[config.mk]
export PLATFORM = sky130hd
export DESIGN_NAME = joint_target_sequencer_top
export DESIGN_NICKNAME = d
export VERILOG_FILES = /design/src/sv/jts_pkg.sv /design/src/sv/jts_ram.sv /design/src/sv/jts_div.sv /design/src/sv/jts_mul.sv /design/src/sv/joint_target_sequencer_top.sv
export VERILOG_INCLUDE_DIRS = /design/src /design/src/sv
export SDC_FILE = /design/constraint.sdc
export NUM_CORES = 2
export LEC_CHECK = 0
export BUFFER_PORTS_ARGS = -buffer_cell sky130_fd_sc_hd__buf_2
export CORE_MARGIN = 2
export CORE_UTILIZATION = 51
export DETAILED_ROUTE_END_ITERATION = 6
export PLACE_DENSITY_LB_ADDON = 0.05
export SYNTH_ARGS = -nofsm -noshare
export SYNTH_HDL_FRONTEND = slang
export SYNTH_SLANG_ARGS = --single-unit
[constraint.sdc]
create_clock -name clk -period 12.7 [get_ports clk]
set_input_delay 2.54 -clock clk [delete_from_list [all_inputs] [get_ports clk]]
set_output_delay 2.54 -clock clk [all_outputs]
set_load 0.005 [all_outputs]
[src/sv/joint_target_sequencer_top_defines.svh]
// Assertion macros for the joint target sequencer
`ifndef JOINT_TARGET_SEQUENCER_TOP_DEFINES_SVH
`define JOINT_TARGET_SEQUENCER_TOP_DEFINES_SVH

// Implication checked on every clock, quiet in reset
`define JTS_ASSERT_IMP(lbl, ante, cons) \
    lbl: assert property (@(posedge clk) disable iff (!rst_n) (ante) |-> (cons)) \
        else $error("check failed");

// Next-cycle implication
`define JTS_ASSERT_NXT(lbl, ante, cons) \
    lbl: assert property (@(posedge clk) disable iff (!rst_n) (ante) |=> (cons)) \
        else $error("check failed");

`endif

[src/sv/jts_pkg.sv]
// ----------------------------------------------------------------------------
// jts_pkg
// Types and constants shared by the joint target sequencer modules.
// ----------------------------------------------------------------------------
package jts_pkg;

    localparam int JOINTS = 25;
    localparam int JW     = 5;

    localparam logic [1:0] OP_LOAD    = 2'd0;
    localparam logic [1:0] OP_CAPTURE = 2'd1;
    localparam logic [1:0] OP_BEGIN   = 2'd2;
    localparam logic [1:0] OP_JOINT   = 2'd3;

    localparam logic [1:0] MODE_INIT   = 2'd0;
    localparam logic [1:0] MODE_RAMP   = 2'd1;
    localparam logic [1:0] MODE_POLICY = 2'd2;
    localparam logic [1:0] MODE_FROZEN = 2'd3;

    localparam logic [2:0] REG_SCALE  = 3'd0;
    localparam logic [2:0] REG_STEP   = 3'd1;
    localparam logic [2:0] REG_TILT   = 3'd2;
    localparam logic [2:0] REG_TICKS  = 3'd3;
    localparam logic [2:0] REG_PERIOD = 3'd4;

    // divider request / response
    typedef struct packed {
        logic        start;
        logic [31:0] dividend;
        logic [15:0] divisor;
    } div_req_t;

    typedef struct packed {
        logic        done;
        logic [31:0] quotient;
        logic [15:0] remainder;
    } div_rsp_t;

endpackage

[src/sv/jts_ram.sv]
// ----------------------------------------------------------------------------
// jts_ram
// Generic single-port-write, single-read RAM with registered read.
// ----------------------------------------------------------------------------
module jts_ram #(
    parameter int WIDTH = 16,
    parameter int DEPTH = 25
) (
    input  logic                     clk,
    input  logic                     we,
    input  logic [$clog2(DEPTH)-1:0] waddr,
    input  logic [WIDTH-1:0]         wdata,
    input  logic [$clog2(DEPTH)-1:0] raddr,
    output logic [WIDTH-1:0]         rdata
);

    logic [WIDTH-1:0] mem [DEPTH];

    always_ff @(posedge clk)
    begin
        if (we)
        begin
            mem[waddr] <= wdata;
        end
        rdata <= mem[raddr];
    end

endmodule

[src/sv/jts_div.sv]
// ----------------------------------------------------------------------------
// jts_div
// Bit-serial restoring divider, 32 by 16 bits, one quotient bit per cycle.
// ----------------------------------------------------------------------------
module jts_div
    import jts_pkg::*;
(
    input  logic     clk,
    input  logic     rst_n,
    input  div_req_t req,
    output div_rsp_t rsp
);

    logic [16:0] rem_reg, rem_next;
    logic [31:0] quo_reg, quo_next;
    logic [15:0] dvs_reg, dvs_next;
    logic [5:0]  cnt_reg, cnt_next;
    logic        busy_reg, busy_next;
    logic        done_reg, done_next;
    logic [17:0] trial;

    // one shift-subtract step per cycle
    always_comb
    begin
        rem_next  = rem_reg;
        quo_next  = quo_reg;
        dvs_next  = dvs_reg;
        cnt_next  = cnt_reg;
        busy_next = busy_reg;
        done_next = 1'b0;
        trial     = {rem_reg, quo_reg[31]} - {2'b00, dvs_reg};
        if (req.start)
        begin
            rem_next  = '0;
            quo_next  = req.dividend;
            dvs_next  = req.divisor;
            cnt_next  = 6'd32;
            busy_next = 1'b1;
        end
        else if (busy_reg)
        begin
            if (!trial[17])
            begin
                rem_next = trial[16:0];
                quo_next = {quo_reg[30:0], 1'b1};
            end
            else
            begin
                rem_next = {rem_reg[15:0], quo_reg[31]};
                quo_next = {quo_reg[30:0], 1'b0};
            end
            cnt_next = cnt_reg - 6'd1;
            if (cnt_reg == 6'd1)
            begin
                busy_next = 1'b0;
                done_next = 1'b1;
            end
        end
    end

    always_ff @(posedge clk or negedge rst_n)
    begin
        if (!rst_n)
        begin
            cnt_reg  <= '0;
            busy_reg <= 1'b0;
            done_reg <= 1'b0;
        end
        else
        begin
            cnt_reg  <= cnt_next;
            busy_reg <= busy_next;
            done_reg <= done_next;
        end
    end

    always_ff @(posedge clk)
    begin
        rem_reg <= rem_next;
        quo_reg <= quo_next;
        dvs_reg <= dvs_next;
    end

    // remainder is below the divisor once done
    assign rsp.done      = done_reg;
    assign rsp.quotient  = quo_reg;
    assign rsp.remainder = rem_reg[15:0];

endmodule

[src/sv/jts_mul.sv]
// ----------------------------------------------------------------------------
// jts_mul
// Serial shift-add multiplier, 16 by 16 bits unsigned, one bit per cycle.
// ----------------------------------------------------------------------------
module jts_mul
    import jts_pkg::*;
(
    input  logic        clk,
    input  logic        rst_n,
    input  logic        start,
    input  logic [15:0] a,
    input  logic [15:0] b,
    output logic        done,
    output logic [31:0] product
);

    logic [31:0] acc_reg, acc_next;
    logic [31:0] mcd_reg, mcd_next;
    logic [15:0] mpl_reg, mpl_next;
    logic [4:0]  cnt_reg, cnt_next;
    logic        busy_reg, busy_next;
    logic        done_reg, done_next;

    // add shifted multiplicand for each multiplier bit
    always_comb
    begin
        acc_next  = acc_reg;
        mcd_next  = mcd_reg;
        mpl_next  = mpl_reg;
        cnt_next  = cnt_reg;
        busy_next = busy_reg;
        done_next = 1'b0;
        if (start)
        begin
            acc_next  = '0;
            mcd_next  = {16'd0, a};
            mpl_next  = b;
            cnt_next  = 5'd16;
            busy_next = 1'b1;
        end
        else if (busy_reg)
        begin
            if (mpl_reg[0])
            begin
                acc_next = acc_reg + mcd_reg;
            end
            mcd_next = {mcd_reg[30:0], 1'b0};
            mpl_next = {1'b0, mpl_reg[15:1]};
            cnt_next = cnt_reg - 5'd1;
            if (cnt_reg == 5'd1)
            begin
                busy_next = 1'b0;
                done_next = 1'b1;
            end
        end
    end

    always_ff @(posedge clk or negedge rst_n)
    begin
        if (!rst_n)
        begin
            cnt_reg  <= '0;
            busy_reg <= 1'b0;
            done_reg <= 1'b0;
        end
        else
        begin
            cnt_reg  <= cnt_next;
            busy_reg <= busy_next;
            done_reg <= done_next;
        end
    end

    always_ff @(posedge clk)
    begin
        acc_reg <= acc_next;
        mcd_reg <= mcd_next;
        mpl_reg <= mpl_next;
    end

    assign done    = done_reg;
    assign product = acc_reg;

endmodule

[src/sv/joint_target_sequencer_top.sv]
// ----------------------------------------------------------------------------
// joint_target_sequencer_top
// Per-joint position-target sequencer: init, ramp, policy and frozen modes.
// ----------------------------------------------------------------------------
// channel | dir | handshake              | contents
// s_axis  | in  | s_axis_tvalid/tready   | one request: op, indexes, pose, action
// m_axis  | out | m_axis_tvalid/tready   | one result per request
// cfg     | in  | cfg_valid/cfg_ready    | register index and write data
//
// A request is accepted in idle and passes the READ1, READ2, CALC, FIN and OUT
// states, with a WAIT state between CALC and FIN while a serial unit runs. A
// policy-due joint waits on the multiplier, a tick begin in policy mode on the
// divider for the period step, a ramp joint on both in series.
// Reset clears mode and counters; pose stores are undefined until written.
// A result not yet taken holds the next request at its finish step.
module joint_target_sequencer_top
    import jts_pkg::*;
(
    input  logic        clk,
    input  logic        rst_n,
    input  logic        s_axis_tvalid,
    output logic        s_axis_tready,
    // tdata: operation[1:0], policy_index[6:2], ctrl_index[11:7],
    // position[27:12], action[43:28], gravity_z[59:44], zero fill [63:60]
    input  logic [63:0] s_axis_tdata,
    // tuser: estop[0], imu_valid[1]
    input  logic [1:0]  s_axis_tuser,
    input  logic        s_axis_tlast,
    output logic        m_axis_tvalid,
    input  logic        m_axis_tready,
    // tdata: mode[1:0], joint_out_index[6:2], target_position[22:7], fill
    output logic [23:0] m_axis_tdata,
    // tuser: policy_due[0], target_valid[1]
    output logic [1:0]  m_axis_tuser,
    output logic        m_axis_tlast,
    input  logic        cfg_valid,
    output logic        cfg_ready,
    input  logic [2:0]  cfg_index,
    input  logic [15:0] cfg_data
);

    typedef enum logic [6:0] {
        ST_IDLE  = 7'b0000001,
        ST_READ1 = 7'b0000010,
        ST_READ2 = 7'b0000100,
        ST_CALC  = 7'b0001000,
        ST_WAIT  = 7'b0010000,
        ST_FIN   = 7'b0100000,
        ST_OUT   = 7'b1000000
    } state_t;

    state_t state_reg, state_next;

    // configuration
    logic [15:0] scale_reg;
    logic [14:0] step_reg;
    logic signed [15:0] tilt_reg;
    logic [15:0] ticks_reg;
    logic [7:0]  period_reg;

    // control state
    logic [1:0]  run_mode_reg, tick_kind_reg;
    logic        tick_due_reg, freeze_entry_reg;
    logic [15:0] ramp_count_reg;
    logic [7:0]  period_count_reg;

    // captured request
    logic [1:0]  op_reg;
    logic [4:0]  p_reg, c_reg, m_reg;
    logic signed [15:0] pos_reg, act_reg, gz_reg;
    logic        estop_reg, imu_reg, last_reg;

    // result register
    logic        ovalid_reg;
    logic [1:0]  omode_reg;
    logic        odue_reg, ovld_reg, olast_reg;
    logic [4:0]  oidx_reg;
    logic signed [15:0] otgt_reg;

    // memories
    logic        def_we, map_we, cap_we, held_we, frz_we;
    logic [4:0]  def_wa, map_wa, cap_wa, held_wa, frz_wa;
    logic [4:0]  def_ra, map_ra, cap_ra, held_ra, frz_ra;
    logic [15:0] def_wd, cap_wd, held_wd, frz_wd;
    logic [4:0]  map_wd;
    logic [15:0] def_rd, cap_rd, held_rd, frz_rd;
    logic [4:0]  map_rd;

    jts_ram #(.WIDTH(16), .DEPTH(JOINTS)) u_def (.clk, .we(def_we), .waddr(def_wa),
        .wdata(def_wd), .raddr(def_ra), .rdata(def_rd));
    jts_ram #(.WIDTH(5), .DEPTH(JOINTS)) u_map (.clk, .we(map_we), .waddr(map_wa),
        .wdata(map_wd), .raddr(map_ra), .rdata(map_rd));
    jts_ram #(.WIDTH(16), .DEPTH(JOINTS)) u_cap (.clk, .we(cap_we), .waddr(cap_wa),
        .wdata(cap_wd), .raddr(cap_ra), .rdata(cap_rd));
    jts_ram #(.WIDTH(16), .DEPTH(JOINTS)) u_held (.clk, .we(held_we), .waddr(held_wa),
        .wdata(held_wd), .raddr(held_ra), .rdata(held_rd));
    jts_ram #(.WIDTH(16), .DEPTH(JOINTS)) u_frz (.clk, .we(frz_we), .waddr(frz_wa),
        .wdata(frz_wd), .raddr(frz_ra), .rdata(frz_rd));

    // serial units
    div_req_t    dreq;
    div_rsp_t    drsp;
    logic        mstart, mdone;
    logic [31:0] mprod;
    logic [15:0] ma, mb;

    jts_div u_div (.clk, .rst_n, .req(dreq), .rsp(drsp));
    jts_mul u_mul (.clk, .rst_n, .start(mstart), .a(ma), .b(mb), .done(mdone),
        .product(mprod));

    // working values
    logic [15:0] cap_q_reg, def_q_reg, held_q_reg;
    logic        neg_reg;
    logic        p_ok, c_ok;
    logic signed [16:0] diff_w;
    logic [15:0] mag_w;
    logic [15:0] ticks_eff;
    logic [7:0]  per_eff;
    logic signed [15:0] tgt_w;
    logic [1:0]  kind_w;
    logic        due_w;
    logic [4:0]  m_w;
    logic        out_free, fin_fire;
    logic        begin_div_w, use_div_w;

    assign p_ok = p_reg < 5'(JOINTS);
    assign c_ok = c_reg < 5'(JOINTS);
    assign ticks_eff = (ticks_reg == 16'd0) ? 16'd1 : ticks_reg;
    assign per_eff   = (period_reg == 8'd0) ? 8'd1 : period_reg;
    assign m_w       = (map_rd < 5'(JOINTS)) ? map_rd : 5'd0;

    // finish step waits for a free result register
    assign out_free  = !ovalid_reg || m_axis_tready;
    assign fin_fire  = (state_reg == ST_FIN) && out_free;

    // tick begin in policy steps period_count through the divider
    assign begin_div_w = (op_reg == OP_BEGIN) && (run_mode_reg == MODE_POLICY);
    assign use_div_w   = (op_reg == OP_BEGIN) || (tick_kind_reg == MODE_RAMP);

    assign s_axis_tready = (state_reg == ST_IDLE);
    assign cfg_ready     = (state_reg == ST_IDLE) && !s_axis_tvalid;

    // configuration writes
    always_ff @(posedge clk or negedge rst_n)
    begin
        if (!rst_n)
        begin
            scale_reg  <= 16'd16384;
            step_reg   <= 15'd410;
            tilt_reg   <= -16'sd4915;
            ticks_reg  <= 16'd200;
            period_reg <= 8'd2;
        end
        else if (cfg_valid && cfg_ready)
        begin
            case (cfg_index)
                REG_SCALE:  scale_reg  <= cfg_data;
                REG_STEP:   step_reg   <= cfg_data[14:0];
                REG_TILT:   tilt_reg   <= cfg_data;
                REG_TICKS:  ticks_reg  <= cfg_data;
                REG_PERIOD: period_reg <= cfg_data[7:0];
                default: ;
            endcase
        end
    end

    // memory addressing
    always_comb
    begin
        def_we  = 1'b0;
        map_we  = 1'b0;
        cap_we  = 1'b0;
        held_we = 1'b0;
        frz_we  = 1'b0;
        def_wa  = p_reg;
        map_wa  = p_reg;
        cap_wa  = c_reg;
        held_wa = c_reg;
        frz_wa  = c_reg;
        def_wd  = pos_reg;
        map_wd  = c_reg;
        cap_wd  = pos_reg;
        held_wd = pos_reg;
        frz_wd  = pos_reg;
        map_ra  = p_ok ? p_reg : 5'd0;
        def_ra  = map_ra;
        // map data arrives in READ2; address the pose stores with it directly
        cap_ra  = (state_reg == ST_READ2) ? m_w : m_reg;
        held_ra = cap_ra;
        frz_ra  = cap_ra;
        if (state_reg == ST_READ1)
        begin
            if (op_reg == OP_LOAD && p_ok && c_ok)
            begin
                def_we = 1'b1;
                map_we = 1'b1;
            end
            if (op_reg == OP_CAPTURE && c_ok)
            begin
                cap_we  = 1'b1;
                held_we = 1'b1;
                frz_we  = 1'b1;
            end
        end
        if (fin_fire && op_reg == OP_JOINT && p_ok)
        begin
            held_wa = m_reg;
            frz_wa  = m_reg;
            held_wd = tgt_w;
            frz_wd  = held_q_reg;
            held_we = (tick_kind_reg == MODE_RAMP)
                   || (tick_kind_reg == MODE_POLICY && tick_due_reg);
            frz_we  = (tick_kind_reg == MODE_FROZEN) && freeze_entry_reg;
        end
    end

    // target arithmetic on the final step
    logic signed [31:0] scaled_w;
    logic signed [20:0] desired_w, delta_w, res_w;
    logic signed [31:0] sprod_w;
    logic [16:0] q_w;
    logic signed [17:0] ramp_w;

    always_comb
    begin
        sprod_w   = act_reg[15] ? -$signed(mprod) : $signed(mprod);
        scaled_w  = (sprod_w + 32'sd2048) >>> 12;
        desired_w = 21'($signed(def_q_reg)) + 21'(scaled_w);
        delta_w   = desired_w - 21'($signed(held_q_reg));
        if (delta_w > $signed({6'b000000, step_reg}))
        begin
            delta_w = $signed({6'b000000, step_reg});
        end
        else if (delta_w < -$signed({6'b000000, step_reg}))
        begin
            delta_w = -$signed({6'b000000, step_reg});
        end
        res_w  = 21'($signed(held_q_reg)) + delta_w;
        q_w    = drsp.quotient[16:0];
        ramp_w = neg_reg ? 18'($signed(cap_q_reg)) - $signed({1'b0, q_w})
                         : 18'($signed(cap_q_reg)) + $signed({1'b0, q_w});
        case (tick_kind_reg)
            MODE_INIT:   tgt_w = cap_q_reg;
            MODE_RAMP:
            begin
                if (ramp_count_reg >= ticks_eff)
                    tgt_w = def_q_reg;
                else if (ramp_w > 18'sd32767)
                    tgt_w = 16'sh7fff;
                else if (ramp_w < -18'sd32768)
                    tgt_w = -16'sh8000;
                else
                    tgt_w = ramp_w[15:0];
            end
            MODE_POLICY:
            begin
                if (!tick_due_reg)
                    tgt_w = held_q_reg;
                else if (res_w > 21'sd32767)
                    tgt_w = 16'sh7fff;
                else if (res_w < -21'sd32768)
                    tgt_w = -16'sh8000;
                else
                    tgt_w = res_w[15:0];
            end
            default:     tgt_w = freeze_entry_reg ? held_q_reg : frz_rd;
        endcase
    end

    assign diff_w = 17'($signed(def_rd)) - 17'($signed(cap_rd));
    assign mag_w  = diff_w[16] ? 16'(-diff_w) : diff_w[15:0];

    // serial unit starts; a policy-due joint uses the multiplier, ramp the multiplier then the divider,
    // a policy tick begin uses the divider for the period step
    always_comb
    begin
        mstart = 1'b0;
        ma     = act_reg[15] ? 16'(-act_reg) : act_reg;
        mb     = scale_reg;
        if (state_reg == ST_CALC && op_reg == OP_JOINT && p_ok)
        begin
            if (tick_kind_reg == MODE_POLICY && tick_due_reg)
                mstart = 1'b1;
            if (tick_kind_reg == MODE_RAMP && ramp_count_reg < ticks_eff)
            begin
                mstart = 1'b1;
                ma     = mag_w;
                mb     = ramp_count_reg;
            end
        end
        if (state_reg == ST_CALC && begin_div_w)
        begin
            dreq.start    = 1'b1;
            dreq.dividend = {24'd0, period_count_reg} + 32'd1;
            dreq.divisor  = {8'd0, per_eff};
        end
        else
        begin
            dreq.start    = (state_reg == ST_WAIT) && mdone && (op_reg == OP_JOINT)
                         && (tick_kind_reg == MODE_RAMP);
            dreq.dividend = mprod + {17'd0, ticks_eff[15:1]};
            dreq.divisor  = ticks_eff;
        end
    end

    // tick begin mode update
    logic [1:0]  rm_n;
    logic [15:0] rc_n;
    logic [7:0]  pc_n;
    logic        fe_n;
    logic [15:0] rc_inc;

    always_comb
    begin
        rm_n   = run_mode_reg;
        rc_n   = ramp_count_reg;
        pc_n   = period_count_reg;
        fe_n   = 1'b0;
        kind_w = tick_kind_reg;
        due_w  = 1'b0;
        rc_inc = (ramp_count_reg == 16'hffff) ? ramp_count_reg : ramp_count_reg + 16'd1;
        if (estop_reg || (imu_reg && gz_reg > tilt_reg))
        begin
            if (run_mode_reg != MODE_FROZEN)
            begin
                fe_n = 1'b1;
                rm_n = MODE_FROZEN;
            end
            kind_w = MODE_FROZEN;
        end
        else
        begin
            case (run_mode_reg)
                MODE_INIT:
                begin
                    kind_w = MODE_INIT;
                    if (imu_reg)
                    begin
                        rm_n = MODE_RAMP;
                        rc_n = 16'd0;
                    end
                end
                MODE_RAMP:
                begin
                    kind_w = MODE_RAMP;
                    rc_n   = rc_inc;
                    if (rc_inc >= ticks_eff)
                    begin
                        rm_n = MODE_POLICY;
                        pc_n = 8'd0;
                    end
                end
                MODE_POLICY:
                begin
                    kind_w = MODE_POLICY;
                    due_w  = (period_count_reg == 8'd0);
                    // (period_count + 1) modulo period, from the divider
                    pc_n   = drsp.remainder[7:0];
                end
                default: kind_w = MODE_FROZEN;
            endcase
        end
    end

    // sequencer
    always_comb
    begin
        state_next = state_reg;
        case (state_reg)
            ST_IDLE:  if (s_axis_tvalid) state_next = ST_READ1;
            ST_READ1: state_next = ST_READ2;
            ST_READ2: state_next = ST_CALC;
            ST_CALC:
            begin
                if (begin_div_w ||
                    (op_reg == OP_JOINT && p_ok &&
                     ((tick_kind_reg == MODE_POLICY && tick_due_reg) ||
                      (tick_kind_reg == MODE_RAMP && ramp_count_reg < ticks_eff))))
                    state_next = ST_WAIT;
                else
                    state_next = ST_FIN;
            end
            ST_WAIT:
            begin
                if (use_div_w ? drsp.done : mdone)
                    state_next = ST_FIN;
            end
            ST_FIN:   if (out_free) state_next = ST_OUT;
            ST_OUT:   state_next = ST_IDLE;
            default:  state_next = ST_IDLE;
        endcase
    end

    always_ff @(posedge clk or negedge rst_n)
    begin
        if (!rst_n)
        begin
            state_reg        <= ST_IDLE;
            run_mode_reg     <= MODE_INIT;
            tick_kind_reg    <= MODE_INIT;
            tick_due_reg     <= 1'b0;
            freeze_entry_reg <= 1'b0;
            ramp_count_reg   <= '0;
            period_count_reg <= '0;
            ovalid_reg       <= 1'b0;
        end
        else
        begin
            state_reg <= state_next;
            if (fin_fire)
                ovalid_reg <= 1'b1;
            else if (m_axis_tready)
                ovalid_reg <= 1'b0;
            if (fin_fire)
            begin
                case (op_reg)
                    OP_CAPTURE:
                    begin
                        if (last_reg)
                        begin
                            run_mode_reg     <= MODE_INIT;
                            tick_kind_reg    <= MODE_INIT;
                            tick_due_reg     <= 1'b0;
                            freeze_entry_reg <= 1'b0;
                            ramp_count_reg   <= '0;
                            period_count_reg <= '0;
                        end
                    end
                    OP_BEGIN:
                    begin
                        run_mode_reg     <= rm_n;
                        tick_kind_reg    <= kind_w;
                        tick_due_reg     <= due_w;
                        freeze_entry_reg <= fe_n;
                        ramp_count_reg   <= rc_n;
                        period_count_reg <= pc_n;
                    end
                    default: ;
                endcase
            end
        end
    end

    // request capture, memory read data and result payload
    always_ff @(posedge clk)
    begin
        if (state_reg == ST_IDLE && s_axis_tvalid)
        begin
            op_reg    <= s_axis_tdata[1:0];
            p_reg     <= s_axis_tdata[6:2];
            c_reg     <= s_axis_tdata[11:7];
            pos_reg   <= s_axis_tdata[27:12];
            act_reg   <= s_axis_tdata[43:28];
            gz_reg    <= s_axis_tdata[59:44];
            estop_reg <= s_axis_tuser[0];
            imu_reg   <= s_axis_tuser[1];
            last_reg  <= s_axis_tlast;
        end
        if (state_reg == ST_READ2)
            m_reg <= m_w;
        if (state_reg == ST_CALC)
        begin
            cap_q_reg  <= cap_rd;
            def_q_reg  <= def_rd;
            held_q_reg <= held_rd;
            neg_reg    <= diff_w[16];
        end
        if (fin_fire)
        begin
            olast_reg <= last_reg;
            case (op_reg)
                OP_LOAD:
                begin
                    omode_reg <= run_mode_reg;
                    odue_reg  <= 1'b0;
                    ovld_reg  <= 1'b0;
                    oidx_reg  <= '0;
                    otgt_reg  <= '0;
                end
                OP_CAPTURE:
                begin
                    omode_reg <= last_reg ? MODE_INIT : run_mode_reg;
                    odue_reg  <= 1'b0;
                    ovld_reg  <= 1'b0;
                    oidx_reg  <= '0;
                    otgt_reg  <= '0;
                end
                OP_BEGIN:
                begin
                    omode_reg <= kind_w;
                    odue_reg  <= due_w;
                    ovld_reg  <= 1'b0;
                    oidx_reg  <= '0;
                    otgt_reg  <= '0;
                end
                default:
                begin
                    omode_reg <= tick_kind_reg;
                    odue_reg  <= tick_due_reg;
                    ovld_reg  <= p_ok;
                    oidx_reg  <= p_ok ? m_reg : 5'd0;
                    otgt_reg  <= p_ok ? tgt_w : 16'sd0;
                end
            endcase
        end
    end

    assign m_axis_tvalid = ovalid_reg;
    assign m_axis_tdata  = {1'b0, otgt_reg, oidx_reg, omode_reg};
    assign m_axis_tuser  = {ovld_reg, odue_reg};
    assign m_axis_tlast  = olast_reg;

    `include "joint_target_sequencer_top_defines.svh"

    `JTS_ASSERT_IMP(a_one_hot, 1'b1, $onehot(state_reg))
    `JTS_ASSERT_IMP(a_ready_idle, s_axis_tready, !ovalid_reg || state_reg == ST_IDLE)
    `JTS_ASSERT_NXT(a_fin_out, fin_fire, state_reg == ST_OUT)

endmodule
Word-level counts from Yosys, hierarchy flattened
Memory sizes are Yosys's and may differ from the RTL's. A register that Yosys moved wholly into a read port is not among the register bits.
Cells that the tools add are included.
- equality and inequality tests: 35
- multiplexer cells: 107
- reduce and logical (&&, ||, !) cells: 55
- add/sub/neg operators: 18
- magnitude comparators: 13
- bitwise gates (word level): 1
- operator list (operator ; number):
    two-way mux 16 bit ; 24
    two-way mux 32 bit ; 3
    case mux 16 bit (2 select lines) ; 2
    two-way mux 49 bit ; 1
    case mux 16 bit (3 select lines) ; 1
    two-way mux 21 bit ; 2
    case mux 7 bit (6 select lines) ; 1
    two-way mux 1 bit ; 38
    adder 32 x 13 -> 32 bit (second input constant) ; 1
    adder 32 x 15 -> 32 bit ; 1
    adder 32 bit ; 1
    >= comparator 16 bit ; 2
    two-way mux 8 bit ; 4
    negation 16 bit ; 2
    negation 32 bit ; 1
    case mux 8 bit (2 select lines) ; 2
    two-way mux 5 bit ; 6
    logical AND 1 bit ; 22
    adder 16 x 20 -> 21 bit ; 1
    adder 16 x 21 -> 21 bit ; 1
    > comparator 21 x 16 -> 1 bit ; 1
    > comparator 21 x 16 -> 1 bit (second input constant) ; 1
    < comparator 21 x 16 -> 1 bit (second input constant) ; 1
    < comparator 21 bit ; 1
    58 further kinds ; 109
- flip-flop bits (word level): 412
- memories: 5
- RAM bits: 1725
- input port bits: 91
- output and inout bits: 30
- word-level logic and storage cells: 281
- memory list (name ; words ; width ; read ports ; clocked after memory_dff ; wr ports ; line ; text):
    u_cap.mem ; 25 ; 16 ; 1 ; 1 ; 1 ; jts_ram.sv:17 ; logic [WIDTH-1:0] mem [DEPTH];
    u_def.mem ; 25 ; 16 ; 1 ; 1 ; 1 ; jts_ram.sv:17 ;
    u_frz.mem ; 25 ; 16 ; 1 ; 1 ; 1 ; jts_ram.sv:17 ;
    u_held.mem ; 25 ; 16 ; 1 ; 1 ; 1 ; jts_ram.sv:17 ;
    u_map.mem ; 25 ; 5 ; 1 ; 1 ; 1 ; jts_ram.sv:17 ;

Logic depth before layout (Yosys ltp)
- depth after elaboration: 15
- gate-level depth with buffers: 56
- mapped depth without buffers: 48

Cells and area by module
A second synthesis with hierarchy kept.
- cells, all modules: 6548
- area, all modules: 99005.0 um^2
- modules (own cells, without submodules) (module ; seq. area each (um^2) ; cells each ; area each (um^2) ; instances):
    jts_ram (u_frz ...) ; 12331.8 ; 783 ; 15956.6 ; 2
    joint_target_sequencer_top ; 6998.0 ; 2456 ; 21663.3 ; 1
    jts_ram (u_cap) ; 12331.8 ; 698 ; 15712.6 ; 1
    jts_ram (u_def) ; 12331.8 ; 699 ; 15617.5 ; 1
    jts_ram (u_map) ; 3853.7 ; 272 ; 5078.6 ; 1
    jts_mul ; 2097.0 ; 519 ; 5061.1 ; 1
    jts_div ; 1981.9 ; 338 ; 3958.8 ; 1

Worst setup path before layout
OpenSTA, ideal clock, no wires.
- path kind: reg2reg
- start point: register act_reg[15]
- end point: memory u_held.mem[0][11], data pin
- data required time: 12.300 ns
- stages on the path, launching flop included: 52
- path buffers: 7
- library setup time: 0.400 ns
- period minus slack after synthesis: 11.294 ns
- arrival: 10.894 ns
- setup slack: 1.406 ns
- cell sequence: edfxtp_1 > clkbuf_1 > buf_1 > clkbuf_1 > clkbuf_1 > clkbuf_1 > o21ai_0 > xnor2_1 > ha_1 > inv_1 > a21oi_1 > nor2b_1 > a21boi_0 > nor2b_1 > nor2_1 > o21ai_0 > o21ai_0 > xnor2_1 > [16 not listed] > and2_1 > buf_2 > mux2_2 > a22o_1 > ha_1 > o21ai_0 > o21ai_0 > a21oi_1 > a31oi_1 > a21oi_1 > mux2_2 > o21ai_0 > nand4b_1 > o211ai_1 > nand3_1 > a21oi_1 > a2111oi_2 > o21ai_0
- cells in the longest elaborated chain, start to end: 14
- elaborated cells on any way between the ends: 16
- classes of those cells: 4 x add/sub; 4 x order compare; 8 x mux
- ends and longest elaborated chain (what ; line ; text):
    start: declaration ; joint_target_sequencer_top.sv:70 ; logic signed [15:0] pos_reg, act_reg, gz_reg;
    start signal: assignment ; joint_target_sequencer_top.sv:453 ; act_reg <= s_axis_tdata[43:28];
    two-way mux 32 bit * ; joint_target_sequencer_top.sv:226 ; sprod_w = act_reg[15] ? -$signed(mprod) : $signed(mprod);
    adder 32 x 13 -> 32 bit * ; joint_target_sequencer_top.sv:227 ; scaled_w = (sprod_w + 32'sd2048) >>> 12;
    adder 16 x 20 -> 21 bit * ; joint_target_sequencer_top.sv:228 ; desired_w = 21'($signed(def_q_reg)) + 21'(scaled_w);
    subtractor 21 x 16 -> 21 bit * ; joint_target_sequencer_top.sv:229 ; delta_w = desired_w - 21'($signed(held_q_reg));
    < comparator 21 bit ; joint_target_sequencer_top.sv:234 ; else if (delta_w < -$signed({6'b000000, step_reg}))
    two-way mux 21 bit ; joint_target_sequencer_top.sv:234 ;
    two-way mux 21 bit * ; joint_target_sequencer_top.sv:230 ; if (delta_w > $signed({6'b000000, step_reg}))
    adder 16 x 21 -> 21 bit * ; joint_target_sequencer_top.sv:238 ; res_w = 21'($signed(held_q_reg)) + delta_w;
    < comparator 21 x 16 -> 1 bit ; joint_target_sequencer_top.sv:261 ; else if (res_w < -21'sd32768)
    two-way mux 16 bit ; joint_target_sequencer_top.sv:261 ;
    two-way mux 16 bit * ; joint_target_sequencer_top.sv:259 ; else if (res_w > 21'sd32767)
    two-way mux 16 bit * ; joint_target_sequencer_top.sv:257 ; if (!tick_due_reg)
    case mux 16 bit (3 select lines) * ; joint_target_sequencer_top.sv:242 ; case (tick_kind_reg)
    two-way mux 16 bit * ; joint_target_sequencer_top.sv:205 ; if (fin_fire && op_reg == OP_JOINT && p_ok)
    named net held_wd[11] ; joint_target_sequencer_top.sv:84 ; logic [15:0] def_wd, cap_wd, held_wd, frz_wd;
    end: declaration ; jts_ram.sv:17 ;
The timed path passes the listed nets; every way through them passes the cells marked *.

Worst setup path in the final report
- start point: register u_mul.acc_reg[1] (netlist: u_mul.product[1])
- end point: memory u_held.mem[23][8], data pin
- cells in the longest elaborated chain, start to end: 15
- elaborated cells on any way between the ends: 17
- classes of those cells: 5 x add/sub; 4 x order compare; 8 x mux
- ends and longest elaborated chain (what ; line ; text):
    start: declaration ; jts_mul.sv:17 ; logic [31:0] acc_reg, acc_next;
    start signal: assignment ; jts_mul.sv:76 ; acc_reg <= acc_next;
    negation 32 bit ; joint_target_sequencer_top.sv:226 ;
    two-way mux 32 bit * ; joint_target_sequencer_top.sv:226 ;
    adder 32 x 13 -> 32 bit * ; joint_target_sequencer_top.sv:227 ;
    adder 16 x 20 -> 21 bit * ; joint_target_sequencer_top.sv:228 ;
    subtractor 21 x 16 -> 21 bit * ; joint_target_sequencer_top.sv:229 ;
    < comparator 21 bit ; joint_target_sequencer_top.sv:234 ;
    two-way mux 21 bit ; joint_target_sequencer_top.sv:234 ;
    two-way mux 21 bit * ; joint_target_sequencer_top.sv:230 ;
    adder 16 x 21 -> 21 bit * ; joint_target_sequencer_top.sv:238 ;
    < comparator 21 x 16 -> 1 bit ; joint_target_sequencer_top.sv:261 ;
    two-way mux 16 bit ; joint_target_sequencer_top.sv:261 ;
    two-way mux 16 bit * ; joint_target_sequencer_top.sv:259 ;
    two-way mux 16 bit * ; joint_target_sequencer_top.sv:257 ;
    case mux 16 bit (3 select lines) * ; joint_target_sequencer_top.sv:242 ;
    two-way mux 16 bit * ; joint_target_sequencer_top.sv:205 ;
Every way passes the cells marked *; elsewhere a longest branch is shown, timed or not.

==> out/results.txt <==
outcome -> complete, no violations
Post-synth EDFFs -> 1943
Req. time, crit path -> 13.24 ns
DP HPWL -> 172 mm
Synth cell types -> 110
Synth Warn # -> 0
Leak Pwr -> 38.0 nW
final core occ -> 0.575
global-route wire length before repair -> 388 mm
Port Buffers -> 115
post-route ant nets -> 0
Core Area -> 190000 µm²
Max Fclk -> 0.0851 GHz
Pins Over Slew Limit -> 0
mean post-synth cell area -> 14.5 µm²
Worst Hold Class -> register to register
Worst Setup SP -> u_mul.product[1]
Clock Latency Late Sink -> 0.89 ns
hold_sp -> u_held.rdata[9]
CP top delay family -> compound AO/OA/AOI/OAI gates
r2r startpoint -> u_mul.product[1]
Root Buffer -> clkbuf_16
CP max stage delay -> 0.53 ns
dpl cell area -> 102000 µm²
clk slew on worst S/H paths -> 0.06 ns
vias in the first global route -> 56884
Crit Path Class -> register to register
H-tree Lvls -> 4
Starting Density -> 0.513
first-pass iteration count of the detailed router -> 6
Die ar. -> 195000 µm²
crit path time final -> 11.74 ns
Synth Instances -> 6716
Slew HR -> 0.242
Least-Margin Pin Slew -> 1.14 ns
Cell Rows -> 160
gr usage total -> 0.275
Max Clock Skew -> 0.123 ns
layout cells sized above 1 -> 0.183
GRT overflow -> 0
post-synthesis sequential area ratio -> 0.659
buffers and inverters on the worst path -> 3
CTS tree -> built
ys async rst share -> 0.0562
Pwr per Cell Area -> 202 nW/µm²
DRC violations left -> 0
fin area -> 109000 µm²
vias per cell -> 6.02
initial antenna violation count -> 9
largest fanout on the critical path -> 12
placed cells -> 9195
Max Buffers Root-to-Sink -> 3
Worst setup SP type -> register
DR vias -> 57968
io pins -> 121
Top FF cell, synth -> edfxtp_1
Synth Register Bits -> 2206
WL per Instance -> 27.8 µm
Final Setup Violations -> 0
largest net degree at the start of global routing -> 97
Non-Filler Instances -> 9622
maxcap violations -> 0
data arrival time of the worst path -> 12.29 ns
die height -> 441 µm
initial DRC count -> 5196
Post-Syn Area -> 97500 µm²
wirelength, routed -> 268 mm
Worst Hold Path Cells -> 0
RSZ-0062 raised after global routing -> no
cts bufs inserted -> 222
final net count -> 7260
CP max stage cell -> a22oi_2
# clock sinks -> 2206
number of cells on the critical path -> 47
hold slack -> 0.405 ns
CP Capture Type -> register
R2R depth -> 47
Die Wd -> 441 µm
Final Hold Violating Endpoints -> 0
Final GP Congestion -> 0.929
Fin Setup TNS -> 0 ns
hold buffers post-CTS -> 0
Period Utilization, post-route -> 0.925
Worst VDD drop -> 213 µV
syn nets -> 7067
Area Overhead vs Synth -> 12.1%
per-layer routing:
metal,global-route usage,wire (µm)
met4,0.107,11100
met1,0.376,112000
met2,0.450,130000
met5,0,0
met3,0.0357,15300
where the power goes:
group          leakage (nW)  internal, mW  total [mW]  switching, mW
clock                  3.72          3.89        6.74           2.85
sequential             20.1          8.57        8.90          0.331
combinational          14.1          2.36        6.48           4.12
cell usage in the layout, fill, tap and decap left out, types with 22 or more instances in the layout:
cell,n
a211oi_1,37
a21o_1,57
a21oi_1,370
and3_1,23
buf_2,114
buf_4,179
bufinv_16,22
clkbuf_1,42
clkbuf_16,226
clkbuf_8,27
clkinv_1,30
clkinv_2,50
dfrtp_1,103
dfxtp_1,139
edfxtp_1,1943
fa_1,26
ha_1,234
inv_1,234
mux2_2,64
mux2i_1,80
mux4_2,414
nand2_1,792
nand2b_1,45
nand3_1,280
nand4_1,29
nor2_1,314
nor2_2,51
nor2b_1,40
nor3_1,68
nor4_1,24
o21a_1,51
o21ai_0,316
or3_1,34
xnor2_1,153
xor2_1,56
synth_stat cells (24+ instances only):
master / n / area share
nor2b_1: 43 / 0.0028
and3_1: 24 / 0.0015
mux4_2: 414 / 0.096
a21oi_1: 372 / 0.019
a211oi_1: 37 / 0.0028
buf_1: 49 / 0.0019
buf_2: 37 / 0.0019
nand2_1: 798 / 0.031
ha_1: 234 / 0.030
a21o_1: 57 / 0.0044
nand2b_1: 45 / 0.0029
clkbuf_1: 233 / 0.0090
mux2_2: 64 / 0.0074
nand4_1: 29 / 0.0019
nor2_1: 365 / 0.014
mux2i_1: 80 / 0.0082
fa_1: 26 / 0.0053
o21ai_0: 320 / 0.016
xor2_1: 57 / 0.0051
nor3_1: 70 / 0.0036
dfrtp_1: 103 / 0.026
dfxtp_1: 139 / 0.029
nor4_1: 24 / 0.0015
inv_1: 236 / 0.0091
or3_1: 34 / 0.0022
xnor2_1: 153 / 0.014
nand3_1: 281 / 0.014
o21a_1: 54 / 0.0042
edfxtp_1: 1943 / 0.60
cell type report:
type	count	area (µm²)
diodes	3	7.51
well taps	2511	3140
repair buffers	297	1990
multi-input cells	3943	31400
fillers	15010	80700
inverters	239	915
flip-flops and latches	2206	64300
clock buffers	295	6180
clock inverters	128	1410
stage by stage:
stage | power [mW] | setup WS, ns
CTS | 22.2 | 0.501
detailed placement | 15.5 | 0.589
global route | 23.1 | 0.0364
finish | 22.1 | 0.955
global placement | 15.5 | 0.511
floorplan | 13.3 | 1.41
kinds of logic after synthesis:
family                   count (synthesis)  synth area share
multiplexers                           558             0.111
buffers and inverters                  568            0.0229
XOR/XNOR                               211            0.0190
flip-flops                            2206             0.659
AND/OR/NAND/NOR                       1820            0.0841
other                                    1         0.0000385
adder cells (fa/ha/maj)                262            0.0356
AO/OA/AOI/OAI                         1090            0.0681
path summary, 6_finish.rpt:
kind                                      to  slack, ns
max                        u_held.mem[23][8]       0.96
min                            held_q_reg[9]       0.40
max reg2reg                u_held.mem[23][8]       0.96
min reg2reg                    held_q_reg[9]       0.40
max in group asynchronous       tilt_reg[12]       9.73
min in group asynchronous   u_mul.cnt_reg[2]       1.68
what timing repair did:
item / CTS / global route
gates resized for setup: 0 / 8
endpoints found under the setup margin: 0 / 346
setup buffers: 0 / 0
Power figures use the tool's default switching activity.
